**config.mk**
```make
export PLATFORM = sky130hd
export DESIGN_NAME = shared_queue_multi_server_dispatch
export DESIGN_NICKNAME = d
export VERILOG_FILES = /design/src/hw/rtl/sqmsd_pkg.sv /design/src/hw/rtl/sqmsd_datapath.sv /design/src/hw/rtl/sqmsd_ctrl.sv /design/src/hw/rtl/shared_queue_multi_server_dispatch.sv
export SDC_FILE = /design/constraint.sdc
export NUM_CORES = 1
export LEC_CHECK = 0
export BUFFER_PORTS_ARGS = -buffer_cell sky130_fd_sc_hd__buf_4
export CAP_MARGIN = 20
export CORE_MARGIN = 4
export CORE_UTILIZATION = 60
export DETAILED_ROUTE_END_ITERATION = 12
export GPL_ROUTABILITY_DRIVEN = 0
export PLACE_DENSITY = 0.78
export SLEW_MARGIN = 20
export SYNTH_ARGS = -nofsm -noshare
export SYNTH_HDL_FRONTEND = slang
export SYNTH_HIERARCHICAL = 1
export SYNTH_SLANG_ARGS = --single-unit
```
**constraint.sdc**
```tcl
create_clock -name clk -period 4.2 [get_ports clk]
set_input_delay 0.84 -clock clk [delete_from_list [all_inputs] [get_ports clk]]
set_output_delay 0.84 -clock clk [all_outputs]
set_load 0.01 [all_outputs]
```
**src/hw/rtl/sqmsd_pkg.sv**
```systemverilog
// ----------------------------------------------------------------------------
// sqmsd_pkg
// Shared types and default constants for the shared queue dispatcher.
// ----------------------------------------------------------------------------
package sqmsd_pkg;

  localparam int QUEUE_DEPTH_DEF  = 8;
  localparam int SERVER_COUNT_DEF = 2;
  localparam int SERVICE_BITS_DEF = 16;
  localparam int IN_SVC_W         = 16;
  localparam int LEVEL_W          = 4;
  localparam int BUSY_W           = 2;
  localparam int TOTAL_W          = 32;

  typedef struct packed {
    logic                arrival_now;
    logic [IN_SVC_W-1:0] service_time;
  } in_word_t;

  typedef struct packed {
    logic               dropped;
    logic [TOTAL_W-1:0] drop_total;
    logic [LEVEL_W-1:0] queue_level;
    logic [BUSY_W-1:0]  servers_busy;
  } out_word_t;

  typedef enum logic [2:0] {
    S_IDLE,
    S_APPEND,
    S_FETCH0,
    S_TAKE0,
    S_RETIRE,
    S_FETCH1,
    S_TAKE1,
    S_COUNT
  } state_t;

  typedef struct packed {
    logic latch;
    logic append;
    logic take;
    logic extra;
    logic retire;
    logic countdown;
    logic load_out;
  } cmd_t;

  typedef struct packed {
    logic idx_last;
  } sts_t;

endpackage

```
**src/hw/rtl/sqmsd_datapath.sv**
```systemverilog
// ----------------------------------------------------------------------------
// sqmsd_datapath
// Pending job ring buffer, server countdown registers, drop counter and
// the result register, all driven by controller commands.
// ----------------------------------------------------------------------------
module sqmsd_datapath
  import sqmsd_pkg::*;
#(
  parameter int QUEUE_DEPTH  = QUEUE_DEPTH_DEF,
  parameter int SERVER_COUNT = SERVER_COUNT_DEF,
  parameter int SERVICE_BITS = SERVICE_BITS_DEF
) (
  input  logic      clk,
  input  logic      rst_n,
  input  in_word_t  in_word,
  input  cmd_t      cmd,
  output sts_t      sts,
  output out_word_t out_word
);

  localparam int AW  = (QUEUE_DEPTH > 1) ? $clog2(QUEUE_DEPTH) : 1;
  localparam int CW  = $clog2(QUEUE_DEPTH + 1);
  localparam int SIW = (SERVER_COUNT > 1) ? $clog2(SERVER_COUNT) : 1;
  localparam int SW  = (SERVICE_BITS > IN_SVC_W) ? SERVICE_BITS : IN_SVC_W;

  logic [SERVICE_BITS-1:0] mem [QUEUE_DEPTH];
  logic [SERVICE_BITS-1:0] rd_data_r;

  logic [AW-1:0]             head_r;
  logic [CW-1:0]             cnt_r;
  logic [SERVER_COUNT-1:0]   active_r;
  logic [SERVICE_BITS-1:0]   ticks_r [SERVER_COUNT];
  logic [SIW-1:0]            idx_r;
  logic [TOTAL_W-1:0]        drop_total_r;
  logic                      drop_r;
  logic                      arrival_r;
  logic [SERVICE_BITS-1:0]   svc_r;
  out_word_t                 out_r;

  logic [SW-1:0]           svc_ext;
  logic [SW-1:0]           svc_max;
  logic [SW-1:0]           svc_sat;
  logic [SERVICE_BITS-1:0] svc_cl;
  logic [AW:0]             tail_sum;
  logic [AW-1:0]           tail;
  logic                    full;
  logic                    take_ok;

  always_comb begin
    svc_ext = SW'(in_word.service_time);
    svc_max = SW'({SERVICE_BITS{1'b1}});
    svc_sat = (svc_ext > svc_max) ? svc_max : svc_ext;
    svc_cl  = SERVICE_BITS'(svc_sat);
    if (svc_cl == '0) begin
      svc_cl = SERVICE_BITS'(1);
    end
  end

  always_comb begin
    tail_sum = {1'b0, head_r} + (AW+1)'(cnt_r);
    if (tail_sum >= (AW+1)'(QUEUE_DEPTH)) begin
      tail_sum = tail_sum - (AW+1)'(QUEUE_DEPTH);
    end
    tail    = tail_sum[AW-1:0];
    full    = (cnt_r >= CW'(QUEUE_DEPTH));
    take_ok = !active_r[idx_r] && (cnt_r != '0);
  end

  assign sts.idx_last = (idx_r == SIW'(SERVER_COUNT - 1));

  always_ff @(posedge clk) begin
    if (cmd.append && arrival_r && !full) begin
      mem[tail] <= svc_r;
    end
    rd_data_r <= mem[head_r];
  end

  always_ff @(posedge clk) begin
    if (cmd.latch) begin
      svc_r <= svc_cl;
    end
    if (cmd.load_out) begin
      out_r.dropped      <= drop_r;
      out_r.drop_total   <= drop_total_r;
      out_r.queue_level  <= LEVEL_W'(cnt_r);
      out_r.servers_busy <= BUSY_W'(active_r);
    end
  end

  always_ff @(posedge clk) begin
    if (!rst_n) begin
      head_r       <= '0;
      cnt_r        <= '0;
      active_r     <= '0;
      idx_r        <= '0;
      drop_total_r <= '0;
      drop_r       <= 1'b0;
      arrival_r    <= 1'b0;
      for (int i = 0; i < SERVER_COUNT; i++) begin
        ticks_r[i] <= '0;
      end
    end else begin
      if (cmd.latch) begin
        arrival_r <= in_word.arrival_now;
      end
      if (cmd.append) begin
        drop_r <= arrival_r && full;
        if (arrival_r && full) begin
          if (drop_total_r != '1) begin
            drop_total_r <= drop_total_r + TOTAL_W'(1);
          end
        end else if (arrival_r) begin
          cnt_r <= cnt_r + CW'(1);
        end
      end
      if (cmd.take) begin
        idx_r <= sts.idx_last ? '0 : idx_r + SIW'(1);
        if (take_ok) begin
          ticks_r[idx_r]  <= cmd.extra ? rd_data_r : rd_data_r - SERVICE_BITS'(1);
          active_r[idx_r] <= 1'b1;
          cnt_r           <= cnt_r - CW'(1);
          head_r          <= (head_r == AW'(QUEUE_DEPTH - 1)) ? '0 : head_r + AW'(1);
        end
      end
      if (cmd.retire) begin
        for (int i = 0; i < SERVER_COUNT; i++) begin
          if (active_r[i] && ticks_r[i] == '0) begin
            active_r[i] <= 1'b0;
          end
        end
      end
      if (cmd.countdown) begin
        for (int i = 0; i < SERVER_COUNT; i++) begin
          if (active_r[i] && ticks_r[i] != '0) begin
            ticks_r[i] <= ticks_r[i] - SERVICE_BITS'(1);
          end
        end
      end
    end
  end

  assign out_word = out_r;

`ifndef SYNTHESIS
  a_cnt_bound: assert property (@(posedge clk) disable iff (!rst_n)
    cnt_r <= CW'(QUEUE_DEPTH))
    else $error("pending count exceeds queue depth");
  a_head_bound: assert property (@(posedge clk) disable iff (!rst_n)
    {1'b0, head_r} < (AW+1)'(QUEUE_DEPTH))
    else $error("head pointer out of range");
  a_drop_mono: assert property (@(posedge clk) disable iff (!rst_n)
    rst_n |=> drop_total_r >= $past(drop_total_r))
    else $error("drop counter decreased");
`endif

endmodule

```
**src/hw/rtl/sqmsd_ctrl.sv**
```systemverilog
// ----------------------------------------------------------------------------
// sqmsd_ctrl
// Tick sequencer: append, a dispatch pass over the servers, retire, a second
// dispatch pass, countdown and hand-off to the result register.
// ----------------------------------------------------------------------------
module sqmsd_ctrl
  import sqmsd_pkg::*;
(
  input  logic clk,
  input  logic rst_n,
  input  logic in_valid,
  output logic in_stall,
  output logic out_valid,
  input  logic out_stall,
  input  sts_t sts,
  output cmd_t cmd
);

  state_t state_r;
  state_t state_nxt;
  logic   out_valid_r;
  logic   out_valid_nxt;

  always_ff @(posedge clk) begin
    if (!rst_n) begin
      state_r     <= S_IDLE;
      out_valid_r <= 1'b0;
    end else begin
      state_r     <= state_nxt;
      out_valid_r <= out_valid_nxt;
    end
  end

  always_comb begin
    state_nxt = state_r;
    cmd       = '0;
    in_stall  = 1'b1;
    out_valid_nxt = out_valid_r && out_stall;
    case (state_r)
      S_IDLE: begin
        in_stall = 1'b0;
        if (in_valid) begin
          cmd.latch = 1'b1;
          state_nxt = S_APPEND;
        end
      end
      S_APPEND: begin
        cmd.append = 1'b1;
        state_nxt  = S_FETCH0;
      end
      S_FETCH0: begin
        state_nxt = S_TAKE0;
      end
      S_TAKE0: begin
        cmd.take  = 1'b1;
        state_nxt = sts.idx_last ? S_RETIRE : S_FETCH0;
      end
      S_RETIRE: begin
        cmd.retire = 1'b1;
        state_nxt  = S_FETCH1;
      end
      S_FETCH1: begin
        state_nxt = S_TAKE1;
      end
      S_TAKE1: begin
        cmd.take  = 1'b1;
        cmd.extra = 1'b1;
        state_nxt = sts.idx_last ? S_COUNT : S_FETCH1;
      end
      S_COUNT: begin
        if (!out_valid_r || !out_stall) begin
          cmd.load_out  = 1'b1;
          cmd.countdown = 1'b1;
          out_valid_nxt = 1'b1;
          state_nxt     = S_IDLE;
        end
      end
      default: begin
        state_nxt = S_IDLE;
      end
    endcase
  end

  assign out_valid = out_valid_r;

`ifndef SYNTHESIS
  a_idle_hold: assert property (@(posedge clk) disable iff (!rst_n)
    (state_r == S_IDLE && !in_valid) |=> state_r == S_IDLE)
    else $error("sequencer left idle without an input word");
  a_out_rise: assert property (@(posedge clk) disable iff (!rst_n)
    $rose(out_valid_r) |-> $past(state_r == S_COUNT))
    else $error("result raised outside the countdown step");
  a_pass_loop: assert property (@(posedge clk) disable iff (!rst_n)
    (state_r == S_TAKE0 && !sts.idx_last) |=> state_r == S_FETCH0)
    else $error("first dispatch pass skipped a server");
`endif

endmodule

```
**src/hw/rtl/shared_queue_multi_server_dispatch.sv**
```systemverilog
// ----------------------------------------------------------------------------
// shared_queue_multi_server_dispatch
// One input word per tick; the sequencer visits each server once per dispatch
// pass through the queue RAM read port, and no new word is taken until the
// tick is done. out_valid rises when the countdown step loads the result;
// one result is held while the next tick is being worked.
// Synchronous reset empties the queue, idles all servers and clears the count.
// ----------------------------------------------------------------------------
module shared_queue_multi_server_dispatch
  import sqmsd_pkg::*;
#(
  parameter int QUEUE_DEPTH  = QUEUE_DEPTH_DEF,
  parameter int SERVER_COUNT = SERVER_COUNT_DEF,
  parameter int SERVICE_BITS = SERVICE_BITS_DEF
) (
  input  logic      clk,
  input  logic      rst_n,
  input  logic      in_valid,
  output logic      in_stall,
  input  in_word_t  in_word,
  output logic      out_valid,
  input  logic      out_stall,
  output out_word_t out_word
);

  cmd_t cmd;
  sts_t sts;

  sqmsd_ctrl u_ctrl (
    .clk       (clk),
    .rst_n     (rst_n),
    .in_valid  (in_valid),
    .in_stall  (in_stall),
    .out_valid (out_valid),
    .out_stall (out_stall),
    .sts       (sts),
    .cmd       (cmd)
  );

  sqmsd_datapath #(
    .QUEUE_DEPTH  (QUEUE_DEPTH),
    .SERVER_COUNT (SERVER_COUNT),
    .SERVICE_BITS (SERVICE_BITS)
  ) u_datapath (
    .clk      (clk),
    .rst_n    (rst_n),
    .in_word  (in_word),
    .cmd      (cmd),
    .sts      (sts),
    .out_word (out_word)
  );

endmodule

```
After elaboration in Yosys (flattened, before gate mapping). Memory sizes are Yosys's and may differ from the RTL's. A register that Yosys moved wholly into a read port is not among the register bits. Cells that the tools add are included.

Register bits: 103. Memory bits (writable): 160. Input bits: 21. Output and inout port bits: 41. Logic and storage cells: 127. Memories kept: 2.

Memories: u_datapath.mem (words 8, bits a word 16, read ports 1, clocked after Yosys merged registers in 1, write ports 1, RTL line sqmsd_datapath.sv:26) `logic [SERVICE_BITS-1:0] mem [QUEUE_DEPTH];`; u_datapath.ticks_r (words 2, bits a word 16, read ports 2, clocked after Yosys merged registers in 0, write ports 2, RTL line sqmsd_datapath.sv:32) `logic [SERVICE_BITS-1:0] ticks_r [SERVER_COUNT];`.

Add/subtract/negate cells: 10. Order comparisons: 5. Equality and inequality tests: 11. Multiplexer cells: 55. Bitwise gates (word level): 3. Reduce and logical (&&, ||, !) cells: 27.

Operators with widths (number): $mux W16 (5); $logic_not A16 Y1 (3); $sub A16 B1 Y16 const B (3); $add A32 B1 Y32 const B (1); $mux W1 (32); $ne A32 B32 Y1 const B (1); $reduce_bool A16 Y1 (2); $pmux W3 S8 (1); $mux W4 (5); $gt A16 B16 Y1 const B (1); $reduce_or A16 Y1 (1); $eq A3 B3 Y1 const B (5); $mux W3 (5); $mux W2 (6); $logic_and A1 B1 Y1 (10); $ge A4 B4 Y1 const B (2); $eq A3 B2 Y1 const B (2); $add A3 B4 Y4 (1); $add A4 B1 Y4 const B (1); $logic_not A1 Y1 (4); $reduce_and A2 Y1 (2); $reduce_bool A4 Y1 (1); $sub A4 B1 Y4 const B (1); $add A3 B1 Y3 const B (1); 14 further kinds (15).

Logic depth before layout (Yosys ltp).
Depth after elaboration: 10. Gate-level depth with buffers: 9. Mapped depth without buffers: 7.

Modules after synthesis. Netlist, hierarchy kept.

Modules (own cells, without submodules): sqmsd_datapath (instances 1, cells each 771, area an instance 11285.8 µm²); sqmsd_ctrl (instances 1, cells each 35, area an instance 269.0 µm²).

Worst setup path before layout. Ideal clock, no wire load.

Kind: input to register. Start: in out_stall. End: mem u_datapath/ticks_r[1][0] (netlist bit) (enable). Library setup time: 0.374 ns. Arrival time: 3.501 ns. Setup slack: 0.325 ns. Stages: 4. Cell sequence: and2_1 > nor2_1 > buf_4 > a221o_1.

RTL lines: from (decl) (RTL line shared_queue_multi_server_dispatch.sv:22) `input logic out_stall,`; to (decl) (RTL line sqmsd_datapath.sv:32).

==> results.yml <==
finish:
  syn_to_final_growth_pct: 14.3
  nNetsFinal: 897
  drive_gt1_share_pct: 20.3
  multi_input_area_um2: 3560
  finish.utilization_pct: 70.2
  n_antenna_cell: 0
  nFillCells: 1198
  regArea_um2: 7740
timing:
  hold_viol_final: 0
  min_period_ns: 3.00
  tns_ns: 0
  max_slew.worst_pin.slew_ns: 1.03
  setup_violations: 0
  fin_crit_sh_pct: 71.4
  drv_slew: 0
  rsz0062_at_grt: "no"
  finalClockSkew_ns: 0.0172
  fmax_mhz: 333
  relSlewSlack_pct: 31.3
power_and_ir_drop:
  clock_power_share_pct: 44.1
  pwr-share-comb_pct: 2.0
  internal_power_mw: 4.56
  power_frac_seq_pct: 53.9
  p_sw_mw: 1.10
  switching_share_pct: 19.5
  leakagePower_nw: 4.34
  ir_worst_vdd_uv: 419
  p_per_area_nw_per_um2: 429
detailed_routing:
  dr.pass1.iters: 5
  avgRoutedWirePerCell_um: 20.1
  wirelength_um: 23000
  final_antenna_net_count: 0
  vias: 6888
  drt_iter0_drc: 705
  drc: 0
  routed_via_density: 6.02
global_route:
  grt_pass1_vias: 6974
  grt_pass1_wl_um: 36800
  antenna_found_initial: 0
  grtUsageTotal_pct: 21.3
  grt_overflow_total: 0
  grt_max_degree: 39
floorplanning:
  initial_utilization_pct: 61.4
  die_w_um: 147
  dieArea_um2: 21500
  core_area_um2: 18800
  fp.dieH_um: 147
  num_rows: 50
  io_pins: 62
worst_setup_path:
  reg2reg_to: "u_datapath/ticks_r[1][11]"
  rrSetupSlack_ns: 1.20
  cp_num_cells: 7
  cp-endpoint: "u_datapath/ticks_r[1][11]"
  slowest_stage: "nand4_1"
  crit_type: "flip-flop to flip-flop"
  crit_start: "u_ctrl/state_r[2]"
  crit_family: "simple AND/OR/NAND/NOR gates"
  crit_path_start_kind: "flip-flop"
  cpPeakStageDelay_ns: 0.73
  critPathBufInv: 1
  rr_worst_depth: 7
  rr_startpoint: "u_ctrl/state_r[2]"
  worst-path-max-fanout: 18
  cp.arrival_ns: 3.25
  cp.required_ns: 4.45
  endpoint_kind: "flip-flop"
  path_cells: "nand2b_1, a21oi_1, nand4_1, and3_1, o21bai_1, buf_4, o22ai_1"
logic_synthesis:
  synth_commonest_cells: "edfxtp_1, dfxtp_1, nor2_1"
  ys_types: 59
  synth_ff_type: "edfxtp_1"
  synth_cells: 806
  synth_edf_count: 215
  synth_nets: 839
  yosysMostFrequentCell: "edfxtp_1"
  async_flop_share_pct: 0
  yosys-top-cells-area: "edfxtp_1, dfxtp_1, mux4_2, xnor2_1, xor2_1"
  ys_ff_latch: 279
  synth.cell_area_um2: 11600
  synth_top_cell_area_share_pct: 55.9
  yosysWarnings: 6
  yosysTopAreaCell: "edfxtp_1"
  ys_seq_area_share_pct: 67.0
  syn_avg_cell_area_um2: 14.3
clock_network:
  cts-resized-gates: 0
  clock_sinks: 279
  htree_levels: 1
  cts_buffers: 28
  cts_tree: "yes"
  holdBufCountCts: 0
  clk_pin_slew_ns: 0.06
  cts_buffer_depth: 3
  clk_latency_ns: 0.54
  postCtsSetupRepairBufs: 0
  clock-root-buffer: "clkbuf_16"
worst_hold_path:
  holdPathStages: 0
  hold_path.class: "flip-flop to flip-flop"
placement:
  portBuffers: 61
  dp_hpwl_um: 14600
run:
  maxCapViolCount: 0
outcome:
  status: "completed"
==> area by class of cell <==
cell class / instances / area share [%]
inverter: 23 / 0.653
clock buffer: 36 / 5.69
tap: 260 / 2.46
timing repair buffer: 76 / 4.32
clock inverter: 15 / 1.34
sequential: 279 / 58.6
multi-input combinational: 456 / 27.0
==> cell families after synthesis <==
kind of cell               Yosys count  share of synthesized area, %
muxes                               58                          8.66
xor gates and xnor gates            53                          4.02
adders and majority gates           12                          1.36
buffers and inverters               71                          2.51
AOI/OAI and AO/OA                  105                          5.77
and+or+nand+nor                    228                          10.7
DFF                                279                          67.0
==> metal layers <==
layer,share of wire [%],GRT usage (%)
met4,1.9,5.64
met1,42,28.1
met2,51,37.2
met3,5.6,3.15
met5,0,0
==> registers in the layout, summed over array words and instances (netlist names), 2 cells and up <==
name	flops
u_datapath/ticks_r	32
u_datapath/active_r	2
u_datapath/cnt_r	4
u_datapath/svc_r	16
u_datapath/mem	128
u_datapath/rd_data_r	16
u_datapath/out_word	39
u_ctrl/state_r	3
u_datapath/drop_total_r	32
u_datapath/head_r	3
==> stage by stage <==
stage	total power, mW	hold slack (ns)	instances	worst slack [ns]	area, µm²
after floorplan	3.17	0.409	806	0.325	11600
after CTS	5.70	0.453	1145	1.26	13200
after global placement	3.21	0.419	1094	1.36	12300
final	5.66	0.454	1145	1.20	13200
after detailed placement	3.22	0.434	1094	1.29	12300
after global routing	5.84	0.464	1145	1.02	13200
==> power groups by stage <==
stage               Combinational, mW  Sequential, mW  Clock [mW]
finish                          0.113            3.05        2.50
global placement                0.109            3.10           0
global route                    0.124            3.06        2.66
detailed placement              0.112            3.11           0
floorplan                      0.0805            3.09           0
CTS                             0.113            3.05        2.54
==> layout by cell type, fill, tap and decap left out, types with 8 or more instances in the layout <==
cell type  count
a21oi_1       30
and3_1         8
buf_4         76
clkbuf_16     29
dfxtp_1       63
edfxtp_1     215
ha_1          11
inv_1         23
mux2_2        16
mux2i_1       10
mux4_2        32
nand2_1       37
nand2b_1       9
nand3_1       24
nand4_1       13
nor2_1        46
nor3_1        14
nor4_1        16
o21ai_0       13
o22ai_1       31
o31ai_1       11
or3_1         14
or4_1         16
xnor2_1       30
xor2_1        23
==> worst min path at each step <==
stage,from,end,slack [ns]
2_1_floorplan,u_datapath/drop_r,u_datapath/out_word[38],0.41
3_5_place_dp,u_datapath/drop_r,u_datapath/out_word[38],0.43
5_1_grt,u_datapath/drop_r,u_datapath/out_word[38],0.46
4_1_cts,u_datapath/drop_r,u_datapath/out_word[38],0.45
6_report,u_datapath/drop_r,u_datapath/out_word[38],0.45
3_3_place_gp,u_datapath/drop_r,u_datapath/out_word[38],0.42
(Power assumes the default switching activity.)
